`src/rtl/ohr_pkg.sv`:
```
// ----------------------------------------------------------------------------
// ohr_pkg
// Shared types, sizes and helpers for the overwriting history ring.
// ----------------------------------------------------------------------------
package ohr_pkg;

  localparam int unsigned DEPTH   = 16;
  localparam int unsigned ELEM_W  = 32;

  localparam int unsigned KIND_W  = 2;
  localparam int unsigned ITEM_W  = 32;
  localparam int unsigned AGE_W   = 4;
  localparam int unsigned NCAP_W  = 5;
  localparam int unsigned COUNT_W = 5;

  localparam int unsigned ADDR_W  = $clog2(DEPTH);
  localparam int unsigned CNT_W   = $clog2(DEPTH + 1);

  typedef enum logic [KIND_W-1:0] {
    K_ADD    = 2'd0,
    K_READ   = 2'd1,
    K_RESIZE = 2'd2,
    K_CLEAR  = 2'd3
  } kind_e;

  typedef enum logic [3:0] {
    S_IDLE,
    S_ADD,
    S_READ,
    S_REL_RD,
    S_REL_EMIT,
    S_CPY_RD,
    S_CPY_WR,
    S_FIN,
    S_EMPTY
  } state_e;

  typedef enum logic [2:0] {
    RS_WP,
    RS_AGE_IN,
    RS_AGE_Q,
    RS_REL,
    RS_CPY
  } rd_src_e;

  typedef enum logic [1:0] {
    EM_ADD,
    EM_READ,
    EM_REL,
    EM_NONE
  } emit_e;

  typedef struct packed {
    logic    accept;
    rd_src_e rd_src;
    logic    emit;
    emit_e   emit_sel;
    logic    last;
    logic    add_commit;
    logic    rel_step;
    logic    cpy_step;
    logic    fin_commit;
  } ctrl_cmd_t;

  typedef struct packed {
    kind_e in_kind;
    kind_e kind;
    logic  out_free;
    logic  rel_done;
    logic  rel_last;
    logic  cpy_done;
    logic  released;
    logic  same_cap;
  } ctrl_stat_t;

  // slot of the entry of a given age, 0 being the newest
  function automatic logic [ADDR_W-1:0] slot_of_age(input logic [ADDR_W-1:0] wp,
                                                    input logic [CNT_W-1:0]  cap,
                                                    input logic [CNT_W-1:0]  age);
    logic [CNT_W:0] off;
    off = (CNT_W+1)'(wp) + (CNT_W+1)'(cap) - (CNT_W+1)'(1) - (CNT_W+1)'(age);
    if (off >= (CNT_W+1)'(cap)) begin
      off = off - (CNT_W+1)'(cap);
    end
    return off[ADDR_W-1:0];
  endfunction

endpackage

```
`src/rtl/ohr_in_if.sv`:
```
// ----------------------------------------------------------------------------
// ohr_in_if
// Command channel of the history ring: valid/ready plus the command item.
// ----------------------------------------------------------------------------
interface ohr_in_if import ohr_pkg::*; ();

  logic              valid;
  logic              ready;
  logic [KIND_W-1:0] kind;
  logic [ITEM_W-1:0] item_in;
  logic [AGE_W-1:0]  age;
  logic [NCAP_W-1:0] resize_cap;

  modport source (output valid, output kind, output item_in, output age,
                  output resize_cap, input ready);
  modport sink   (input valid, input kind, input item_in, input age,
                  input resize_cap, output ready);

endinterface

```
`src/rtl/ohr_out_if.sv`:
```
// ----------------------------------------------------------------------------
// ohr_out_if
// Result channel of the history ring: valid/ready plus the result item.
// ----------------------------------------------------------------------------
interface ohr_out_if import ohr_pkg::*; ();

  logic               valid;
  logic               ready;
  logic [ITEM_W-1:0]  item_out;
  logic               has_item;
  logic               age_error;
  logic [COUNT_W-1:0] count;
  logic               last;

  modport source (output valid, output item_out, output has_item, output age_error,
                  output count, output last, input ready);
  modport sink   (input valid, input item_out, input has_item, input age_error,
                  input count, input last, output ready);

endinterface

```
`src/rtl/overwriting_history_ring.sv`:
```
// ----------------------------------------------------------------------------
// overwriting_history_ring
// History ring of handles with overwrite-on-full, read by age, resize, clear.
// ----------------------------------------------------------------------------
// One item is handled at a time. Add and read pass through the accept
// cycle, in which the history RAM is addressed, and then the add or read
// state, in which its registered read data is loaded into the result register.
// Resize and clear walk the RAM through its single read port: each released
// entry is read and then emitted, and each entry kept by a resize is read and
// then copied into the other RAM bank, oldest first, before a closing state.
// Any cycle in which the result register is still held by the sink stretches
// the steps that emit a result. A new item is taken while the last result of
// the previous one is waiting in the result register.
module overwriting_history_ring import ohr_pkg::*; (
  input  logic clk_i,
  input  logic rst_ni,
  ohr_in_if.sink    in_i,
  ohr_out_if.source res_o
);

  ctrl_cmd_t  cmd;
  ctrl_stat_t stat;
  logic       in_ready;

  ohr_ctrl u_ctrl (
    .clk_i      (clk_i),
    .rst_ni     (rst_ni),
    .in_valid_i (in_i.valid),
    .in_ready_o (in_ready),
    .stat_i     (stat),
    .cmd_o      (cmd)
  );

  ohr_dpath u_dpath (
    .clk_i           (clk_i),
    .rst_ni          (rst_ni),
    .cmd_i           (cmd),
    .stat_o          (stat),
    .in_kind_i       (in_i.kind),
    .in_item_i       (in_i.item_in),
    .in_age_i        (in_i.age),
    .in_ncap_i       (in_i.resize_cap),
    .res_valid_o     (res_o.valid),
    .res_ready_i     (res_o.ready),
    .res_item_o      (res_o.item_out),
    .res_has_item_o  (res_o.has_item),
    .res_age_error_o (res_o.age_error),
    .res_count_o     (res_o.count),
    .res_last_o      (res_o.last)
  );

  assign in_i.ready = in_ready;

endmodule

```
`src/rtl/ohr_ctrl.sv`:
```
// ----------------------------------------------------------------------------
// ohr_ctrl
// Sequencer: steps the datapath through add, read, release and compaction.
// ----------------------------------------------------------------------------
module ohr_ctrl import ohr_pkg::*; (
  input  logic       clk_i,
  input  logic       rst_ni,
  input  logic       in_valid_i,
  output logic       in_ready_o,
  input  ctrl_stat_t stat_i,
  output ctrl_cmd_t  cmd_o
);

  state_e state_q, state_d;

  always_ff @(posedge clk_i or negedge rst_ni) begin
    if (!rst_ni) begin
      state_q <= S_IDLE;
    end else begin
      state_q <= state_d;
    end
  end

  always_comb begin
    state_d          = state_q;
    in_ready_o       = 1'b0;
    cmd_o            = '0;
    cmd_o.rd_src     = RS_WP;
    cmd_o.emit_sel   = EM_NONE;

    case (state_q)
      S_IDLE: begin
        in_ready_o   = 1'b1;
        cmd_o.rd_src = (stat_i.in_kind == K_READ) ? RS_AGE_IN : RS_WP;
        if (in_valid_i) begin
          cmd_o.accept = 1'b1;
          case (stat_i.in_kind)
            K_ADD:   state_d = S_ADD;
            K_READ:  state_d = S_READ;
            default: state_d = S_REL_RD;
          endcase
        end
      end
      S_ADD: begin
        cmd_o.rd_src = RS_WP;
        if (stat_i.out_free) begin
          cmd_o.emit       = 1'b1;
          cmd_o.emit_sel   = EM_ADD;
          cmd_o.last       = 1'b1;
          cmd_o.add_commit = 1'b1;
          state_d          = S_IDLE;
        end
      end
      S_READ: begin
        cmd_o.rd_src = RS_AGE_Q;
        if (stat_i.out_free) begin
          cmd_o.emit     = 1'b1;
          cmd_o.emit_sel = EM_READ;
          cmd_o.last     = 1'b1;
          state_d        = S_IDLE;
        end
      end
      S_REL_RD: begin
        cmd_o.rd_src = RS_REL;
        if (!stat_i.rel_done) begin
          state_d = S_REL_EMIT;
        end else if (stat_i.kind == K_CLEAR) begin
          state_d = S_FIN;
        end else if (stat_i.same_cap) begin
          state_d = S_EMPTY;
        end else begin
          state_d = S_CPY_RD;
        end
      end
      S_REL_EMIT: begin
        cmd_o.rd_src = RS_REL;
        if (stat_i.out_free) begin
          cmd_o.emit     = 1'b1;
          cmd_o.emit_sel = EM_REL;
          cmd_o.last     = stat_i.rel_last;
          cmd_o.rel_step = 1'b1;
          state_d        = S_REL_RD;
        end
      end
      S_CPY_RD: begin
        cmd_o.rd_src = RS_CPY;
        state_d      = stat_i.cpy_done ? S_FIN : S_CPY_WR;
      end
      S_CPY_WR: begin
        cmd_o.rd_src   = RS_CPY;
        cmd_o.cpy_step = 1'b1;
        state_d        = S_CPY_RD;
      end
      S_FIN: begin
        if (stat_i.released) begin
          cmd_o.fin_commit = 1'b1;
          state_d          = S_IDLE;
        end else if (stat_i.out_free) begin
          cmd_o.emit       = 1'b1;
          cmd_o.emit_sel   = EM_NONE;
          cmd_o.last       = 1'b1;
          cmd_o.fin_commit = 1'b1;
          state_d          = S_IDLE;
        end
      end
      S_EMPTY: begin
        if (stat_i.out_free) begin
          cmd_o.emit     = 1'b1;
          cmd_o.emit_sel = EM_NONE;
          cmd_o.last     = 1'b1;
          state_d        = S_IDLE;
        end
      end
      default: begin
        state_d = S_IDLE;
      end
    endcase
  end

endmodule

```
`src/rtl/ohr_dpath.sv`:
```
// ----------------------------------------------------------------------------
// ohr_dpath
// Ring pointers, two history RAM banks, release/copy counters, result register.
// ----------------------------------------------------------------------------
module ohr_dpath import ohr_pkg::*; (
  input  logic               clk_i,
  input  logic               rst_ni,
  input  ctrl_cmd_t          cmd_i,
  output ctrl_stat_t         stat_o,
  input  logic [KIND_W-1:0]  in_kind_i,
  input  logic [ITEM_W-1:0]  in_item_i,
  input  logic [AGE_W-1:0]   in_age_i,
  input  logic [NCAP_W-1:0]  in_ncap_i,
  output logic               res_valid_o,
  input  logic               res_ready_i,
  output logic [ITEM_W-1:0]  res_item_o,
  output logic               res_has_item_o,
  output logic               res_age_error_o,
  output logic [COUNT_W-1:0] res_count_o,
  output logic               res_last_o
);

  // ring state
  logic [ADDR_W-1:0] wp_q;
  logic [CNT_W-1:0]  held_q;
  logic [CNT_W-1:0]  cap_q;
  logic              bank_q;

  // latched item
  kind_e             kind_q;
  logic [ELEM_W-1:0] item_q;
  logic [CNT_W-1:0]  age_q;
  logic [CNT_W-1:0]  ncap_q;
  logic [CNT_W-1:0]  cnt_q;
  logic              released_q;
  logic              same_cap_q;
  logic [CNT_W-1:0]  idx_q;
  logic [CNT_W-1:0]  cidx_q;

  // result register
  logic              out_valid_q;
  logic [ITEM_W-1:0] out_item_q;
  logic              out_has_q;
  logic              out_err_q;
  logic              out_last_q;

  // history RAM banks
  logic [ELEM_W-1:0] mem0_q [DEPTH];
  logic [ELEM_W-1:0] mem1_q [DEPTH];
  logic [ELEM_W-1:0] rd0_q, rd1_q, rdata;
  logic [ADDR_W-1:0] raddr, waddr;
  logic [ELEM_W-1:0] wdata;
  logic              we0, we1, add_we;

  kind_e             in_kind;
  logic [CNT_W-1:0]  ncap_sat, cnt_next;
  logic [CNT_W-1:0]  wp_inc;
  logic              full;

  assign in_kind = kind_e'(in_kind_i);
  assign full    = (cap_q != '0) && (held_q == cap_q);
  assign wp_inc  = CNT_W'(wp_q) + CNT_W'(1);

  always_comb begin
    if (32'(in_ncap_i) > DEPTH) begin
      ncap_sat = CNT_W'(DEPTH);
    end else begin
      ncap_sat = CNT_W'(in_ncap_i);
    end
  end

  always_comb begin
    case (in_kind)
      K_ADD:    cnt_next = ((cap_q != '0) && !full) ? held_q + CNT_W'(1) : held_q;
      K_READ:   cnt_next = held_q;
      K_RESIZE: cnt_next = (held_q < ncap_sat) ? held_q : ncap_sat;
      default:  cnt_next = '0;
    endcase
  end

  always_comb begin
    case (cmd_i.rd_src)
      RS_WP:     raddr = wp_q;
      RS_AGE_IN: raddr = slot_of_age(wp_q, cap_q, CNT_W'(in_age_i));
      RS_AGE_Q:  raddr = slot_of_age(wp_q, cap_q, age_q);
      RS_REL:    raddr = slot_of_age(wp_q, cap_q, idx_q);
      RS_CPY:    raddr = slot_of_age(wp_q, cap_q, cnt_q - CNT_W'(1) - cidx_q);
      default:   raddr = wp_q;
    endcase
  end

  // adds go to the live bank; compaction fills the other one
  assign add_we = cmd_i.add_commit && (cap_q != '0);
  assign waddr  = add_we ? wp_q : cidx_q[ADDR_W-1:0];
  assign wdata  = add_we ? item_q : rdata;
  assign we0    = (add_we && !bank_q) || (cmd_i.cpy_step && bank_q);
  assign we1    = (add_we && bank_q) || (cmd_i.cpy_step && !bank_q);
  assign rdata  = bank_q ? rd1_q : rd0_q;

  always_ff @(posedge clk_i) begin
    if (we0) begin
      mem0_q[waddr] <= wdata;
    end
    rd0_q <= mem0_q[raddr];
  end

  always_ff @(posedge clk_i) begin
    if (we1) begin
      mem1_q[waddr] <= wdata;
    end
    rd1_q <= mem1_q[raddr];
  end

  always_ff @(posedge clk_i or negedge rst_ni) begin
    if (!rst_ni) begin
      wp_q   <= '0;
      held_q <= '0;
      cap_q  <= CNT_W'(DEPTH);
      bank_q <= 1'b0;
    end else if (add_we) begin
      wp_q   <= (wp_inc >= cap_q) ? '0 : wp_inc[ADDR_W-1:0];
      held_q <= cnt_q;
    end else if (cmd_i.fin_commit) begin
      held_q <= cnt_q;
      if (kind_q == K_RESIZE) begin
        cap_q  <= ncap_q;
        wp_q   <= (cnt_q >= ncap_q) ? '0 : cnt_q[ADDR_W-1:0];
        bank_q <= !bank_q;
      end
    end
  end

  always_ff @(posedge clk_i) begin
    if (cmd_i.accept) begin
      kind_q     <= in_kind;
      item_q     <= in_item_i[ELEM_W-1:0];
      age_q      <= CNT_W'(in_age_i);
      ncap_q     <= ncap_sat;
      cnt_q      <= cnt_next;
      released_q <= cnt_next < held_q;
      same_cap_q <= ncap_sat == cap_q;
      idx_q      <= cnt_next;
      cidx_q     <= '0;
    end else begin
      if (cmd_i.rel_step) begin
        idx_q <= idx_q + CNT_W'(1);
      end
      if (cmd_i.cpy_step) begin
        cidx_q <= cidx_q + CNT_W'(1);
      end
    end
  end

  always_ff @(posedge clk_i or negedge rst_ni) begin
    if (!rst_ni) begin
      out_valid_q <= 1'b0;
    end else if (cmd_i.emit) begin
      out_valid_q <= 1'b1;
    end else if (res_ready_i) begin
      out_valid_q <= 1'b0;
    end
  end

  always_ff @(posedge clk_i) begin
    if (cmd_i.emit) begin
      out_last_q <= cmd_i.last;
      case (cmd_i.emit_sel)
        EM_ADD: begin
          out_has_q  <= full;
          out_err_q  <= 1'b0;
          out_item_q <= full ? ITEM_W'(rdata) : '0;
        end
        EM_READ: begin
          out_has_q  <= age_q < held_q;
          out_err_q  <= !(age_q < held_q);
          out_item_q <= (age_q < held_q) ? ITEM_W'(rdata) : '0;
        end
        EM_REL: begin
          out_has_q  <= 1'b1;
          out_err_q  <= 1'b0;
          out_item_q <= ITEM_W'(rdata);
        end
        default: begin
          out_has_q  <= 1'b0;
          out_err_q  <= 1'b0;
          out_item_q <= '0;
        end
      endcase
    end
  end

  // count is fixed per item, so it is taken straight from the latched value
  logic [CNT_W-1:0] out_cnt_q;
  always_ff @(posedge clk_i) begin
    if (cmd_i.emit) begin
      out_cnt_q <= cnt_q;
    end
  end

  assign res_valid_o     = out_valid_q;
  assign res_item_o      = out_item_q;
  assign res_has_item_o  = out_has_q;
  assign res_age_error_o = out_err_q;
  assign res_count_o     = COUNT_W'(out_cnt_q);
  assign res_last_o      = out_last_q;

  assign stat_o.in_kind  = in_kind;
  assign stat_o.kind     = kind_q;
  assign stat_o.out_free = !out_valid_q || res_ready_i;
  assign stat_o.rel_done = idx_q == held_q;
  assign stat_o.rel_last = (idx_q + CNT_W'(1)) == held_q;
  assign stat_o.cpy_done = cidx_q == cnt_q;
  assign stat_o.released = released_q;
  assign stat_o.same_cap = same_cap_q;

endmodule

```
`src/flat_wrapper.sv`:
```
// flat-port wrapper written by rule: the top's interface ports become plain ports
module overwriting_history_ring_flat import ohr_pkg::*;
  (clk_i, rst_ni, in_i_valid, in_i_kind, in_i_item_in, in_i_age, in_i_resize_cap, in_i_ready, res_o_valid, res_o_item_out, res_o_has_item, res_o_age_error, res_o_count, res_o_last, res_o_ready);
  ohr_in_if in_i_i ();
  ohr_out_if res_o_i ();
  input  logic clk_i;
  input  logic rst_ni;
  input wire logic [$bits(in_i_i.valid)-1:0] in_i_valid;
  input wire logic [$bits(in_i_i.kind)-1:0] in_i_kind;
  input wire logic [$bits(in_i_i.item_in)-1:0] in_i_item_in;
  input wire logic [$bits(in_i_i.age)-1:0] in_i_age;
  input wire logic [$bits(in_i_i.resize_cap)-1:0] in_i_resize_cap;
  output wire logic [$bits(in_i_i.ready)-1:0] in_i_ready;
  output wire logic [$bits(res_o_i.valid)-1:0] res_o_valid;
  output wire logic [$bits(res_o_i.item_out)-1:0] res_o_item_out;
  output wire logic [$bits(res_o_i.has_item)-1:0] res_o_has_item;
  output wire logic [$bits(res_o_i.age_error)-1:0] res_o_age_error;
  output wire logic [$bits(res_o_i.count)-1:0] res_o_count;
  output wire logic [$bits(res_o_i.last)-1:0] res_o_last;
  input wire logic [$bits(res_o_i.ready)-1:0] res_o_ready;
  assign in_i_i.valid = in_i_valid;
  assign in_i_i.kind = in_i_kind;
  assign in_i_i.item_in = in_i_item_in;
  assign in_i_i.age = in_i_age;
  assign in_i_i.resize_cap = in_i_resize_cap;
  assign in_i_ready = in_i_i.ready;
  assign res_o_valid = res_o_i.valid;
  assign res_o_item_out = res_o_i.item_out;
  assign res_o_has_item = res_o_i.has_item;
  assign res_o_age_error = res_o_i.age_error;
  assign res_o_count = res_o_i.count;
  assign res_o_last = res_o_i.last;
  assign res_o_i.ready = res_o_ready;
  overwriting_history_ring u_core (.clk_i(clk_i), .rst_ni(rst_ni), .in_i(in_i_i), .res_o(res_o_i));
endmodule
```
`config.mk`:
```
export PLATFORM = sky130hd
export DESIGN_NAME = overwriting_history_ring_flat
export DESIGN_NICKNAME = d
export VERILOG_FILES = /design/src/rtl/ohr_pkg.sv /design/src/rtl/ohr_in_if.sv /design/src/rtl/ohr_out_if.sv /design/src/rtl/overwriting_history_ring.sv /design/src/rtl/ohr_ctrl.sv /design/src/rtl/ohr_dpath.sv /design/src/flat_wrapper.sv
export SDC_FILE = /design/constraint.sdc
export NUM_CORES = 2
export LEC_CHECK = 0
export BUFFER_PORTS_ARGS = -buffer_cell sky130_fd_sc_hd__buf_4
export CAP_MARGIN = 20
export CORE_MARGIN = 8
export CORE_UTILIZATION = 57
export CTS_CLUSTER_DIAMETER = 120
export DETAILED_ROUTE_END_ITERATION = 16
export HOLD_SLACK_MARGIN = 0.08
export PLACE_DENSITY = 0.76
export SLEW_MARGIN = 0
export SYNTH_ARGS = -nofsm -noshare
export SYNTH_HDL_FRONTEND = slang
export SYNTH_SLANG_ARGS = --single-unit
```
`constraint.sdc`:
```
create_clock -name clk_i -period 6.65 [get_ports clk_i]
set_clock_uncertainty 0.15 [all_clocks]
set_input_delay 0.665 -clock clk_i [delete_from_list [all_inputs] [get_ports clk_i]]
set_output_delay 0.665 -clock clk_i [all_outputs]
set_load 0.02 [all_outputs]
```
==> flow_metrics.env <==
export IMPL_status="completed"
export IMPL_core_area_sq_um=93200
export IMPL_ant_nets=0
export IMPL_synthAdderAreaFrac_pct=2.13
export IMPL_synth_simple_area_share_pct=9.66
export IMPL_setup_ws_ps=236
export IMPL_ys_seq_area_share_pct=66.3
export IMPL_synth_area_top_cells="edfxtp_1 (63%), nand2_1 (4.8%), mux2i_1 (4.3%), o2111ai_1 (4.2%), a21oi_1 (3.1%)"
export IMPL_cp_end_kind="register"
export IMPL_vias=38700
export IMPL_via_per_inst=6.86
export IMPL_syn_inst=4220
export IMPL_io_buffers=88
export IMPL_yosysTopAreaCellShare_pct=62.7
export IMPL_grt_max_degree=195
export IMPL_area_delta_synth_final_pct=13.7
export IMPL_synthXorXnorAreaFrac_pct=0.916
export IMPL_die_w_um=323
export IMPL_fin_setup_tns_ps=0
export IMPL_routed_wl_um=161000
export IMPL_clk_latency_ps=730
export IMPL_syn_num_nets=4352
export IMPL_synth_area_leader_cell="edfxtp_1"
export IMPL_clk_path_buf_depth=3
export IMPL_hold_viol_final=0
export IMPL_post_route_period_util_pct=96.5
export IMPL_max_freq_ghz=0.156
export IMPL_crit_type="register to register"
export IMPL_synth_flop_cell="edfxtp_1"
export IMPL_synthArstFlopShare_pct=1.66
export IMPL_post_place_cells=5368
export IMPL_cap_violations=0
export IMPL_cts_buffers=116
export IMPL_layoutNonFillerInstCount=5641
export IMPL_grt_first_pass_wirelength_um=237000
export IMPL_worst_pin_slew_ps=1200
export IMPL_cp_arrival_ps=6850
export IMPL_synth_most_common_cell="edfxtp_1"
export IMPL_floorplan_initialDensity_pct=57.5
export IMPL_synth_edf_count=1119
export IMPL_die_y_um=323
export IMPL_cts_sinks=1208
export IMPL_std_cell_rows=112
export IMPL_path_max_fanout=25
export IMPL_syn_avg_cell_area_sq_um=12.7
export IMPL_cts_tree="done"
export IMPL_cts_clk_slew_worst_paths_ps=60
export IMPL_grt_overflow=0
export IMPL_ioPinCount=89
export IMPL_ys_ff_latch=1208
export IMPL_synth_top_family_by_area="compound AO/OA/AOI/OAI gates"
export IMPL_hold_path_class="input port to register"
export IMPL_drt_initial_drc_count=6165
export IMPL_fin_crit_ps=6410
export IMPL_post_place_ws_ps=205
export IMPL_drc=0
export IMPL_synth_area_mux_share_pct=4.56
export IMPL_dieArea_sq_um=104000
export IMPL_worst_ep_required_time_ps=7080
export IMPL_setup_violations_final=0
export IMPL_first_global_vias=37200
export IMPL_antenna_found_initial=5
export IMPL_drive_above_1_share_pct=12.1
export IMPL_cts_root_buf="clkbuf_16"
export IMPL_slew_violations=0
export IMPL_synth_commonest_cells="edfxtp_1 (1119), nand2_1 (682), a21oi_1 (328)"
export IMPL_synth_warnings=0
export IMPL_track_usage_pct=30.1
export IMPL_gp_congestion=0.892
export IMPL_rsz0062_at_grt="no"
export IMPL_dp_hpwl_um=89800
export IMPL_post_drt_wl_per_cell_um=28.6
export IMPL_synth_compound_area_share_pct=13.3
export IMPL_htreeDepth=3
export IMPL_dr_pass1_iters=8
export IMPL_slew_headroom_pct=19.7
export IMPL_cp_start_kind="register"
export IMPL_synth_area_sq_um=53600
export IMPL_ys_types=70
export IMPL_fin_nets=4414
## metal layers
metal | share of wire [%] | routed length (um) | global-route usage (%) | vias up
met5 | 0.0081 | 13 | 0 | -
met4 | 4.3 | 6990 | 12.4 | 2
met3 | 15 | 23800 | 8.34 | 518
met2 | 44 | 70900 | 45.3 | 3190
met1 | 37 | 59600 | 41.5 | 18700
li1 | - | - | - | 16300
## through the flow
step	area [sq um]	hold WS (ps)	utilization (%)
final	60900	143	65.3
after detailed placement	56500	342	60.6
after global placement	56500	317	60.6
after global routing	60900	137	65.3
after CTS	60700	110	65.2
after floorplan	53600	219	-
## repair_timing
item / in CTS / in global routing
hold buffers: 40 / 0
buffers inserted: 0 / 3
setup endpoints to repair: 0 / 63
hold endpoints to repair: 59 / 0
resized for setup: 0 / 8
## cell usage in the layout (no fill, tap or decap), types with 34 or more instances in the layout
| cell type | Yosys | routed |
|---|---|---|
| edfxtp_1 | 1119 | 1119 |
| nand2_1 | 682 | 680 |
| a21oi_1 | 328 | 295 |
| o2111ai_1 | 256 | 256 |
| mux2i_1 | 231 | 231 |
| buf_4 | 8 | 206 |
| nand3_1 | 206 | 205 |
| o31ai_1 | 198 | 197 |
| clkbuf_16 | 0 | 116 |
| nor2_1 | 143 | 110 |
| ha_1 | 75 | 75 |
| inv_1 | 72 | 71 |
| dfxtp_1 | 69 | 69 |
| o22ai_1 | 66 | 66 |
| or4_1 | 67 | 65 |
| a21boi_0 | 45 | 43 |
| clkbuf_1 | 280 | 41 |
| dlygate4sd3_1 | 0 | 40 |
| buf_12 | 0 | 34 |
## final timing paths
| path | start | endpoint | slack, ps | depth (start not counted) |
|---|---|---|---|---|
| min reg2reg | u_core.u_dpath.ncap_q[2] | u_core.u_dpath.cap_q[2] | 340 | 2 |
| max | u_core.u_dpath.wp_q[0] | u_core.u_dpath.rd1_q[24] | 240 | 22 |
| min in group asynchronous | rst_ni | u_core.u_ctrl.state_q[1] | 220 | 2 |
| max in group asynchronous | rst_ni | u_core.u_dpath.cap_q[4] | 5840 | 2 |
| max reg2reg | u_core.u_dpath.wp_q[0] | u_core.u_dpath.rd1_q[24] | 240 | 22 |
| min | in_i_resize_cap[3] | u_core.u_dpath.ncap_q[3] | 140 | 3 |
## worst max-delay path: stages, from the launching register on
cell	delay (ps)
dfrtp_1	500
inv_6	90
ha_1	140
inv_1	40
ha_1	220
fa_1	730
ha_1	340
a21o_1	180
a21oi_1	170
xor2_1	190
ha_1	270
a21o_1	190
a211oi_1	230
mux2_4	250
mux2_2	360
a221oi_1	310
buf_4	190
o221ai_4	140
buf_12	230
buf_4	310
o2111ai_1	180
o2111ai_1	240
or4_1	580
## logic make-up (layout without fill, tap and decap cells)
group | count (synthesis) | count (layout)
AOI/OAI and AO/OA | 1026 | 1026
DFF | 1208 | 1208
muxes | 242 | 242
other | 0 | 1
buffers and inverters | 419 | 585
adders and majority gates | 85 | 85
and+or+nand+nor | 1184 | 1184
xor gates and xnor gates | 56 | 56
## layout make-up
cell class / count / area, sq um
sequential: 1208 / 35500
fill: 6390 / 32300
multi-input combinational: 2593 / 16900
clock buffer: 170 / 3240
timing repair buffer: 290 / 2790
tap: 1254 / 1570
clock inverter: 52 / 592
inverter: 73 / 279
antenna: 1 / 2.50
## sequential cells by signal, summed over array words and instances, names as in the netlist, 32 cells and up
name and flops:
u_core.u_dpath.mem0_q 512, u_core.u_dpath.mem1_q 512, u_core.u_dpath.item_q 32, u_core.u_dpath.rd0_q 32, u_core.u_dpath.rd1_q 32, u_core.u_dpath.res_item_o 32
Power is not shown: default switching activity piles up to over one toggle a cycle in this logic, so the estimate is an artifact.
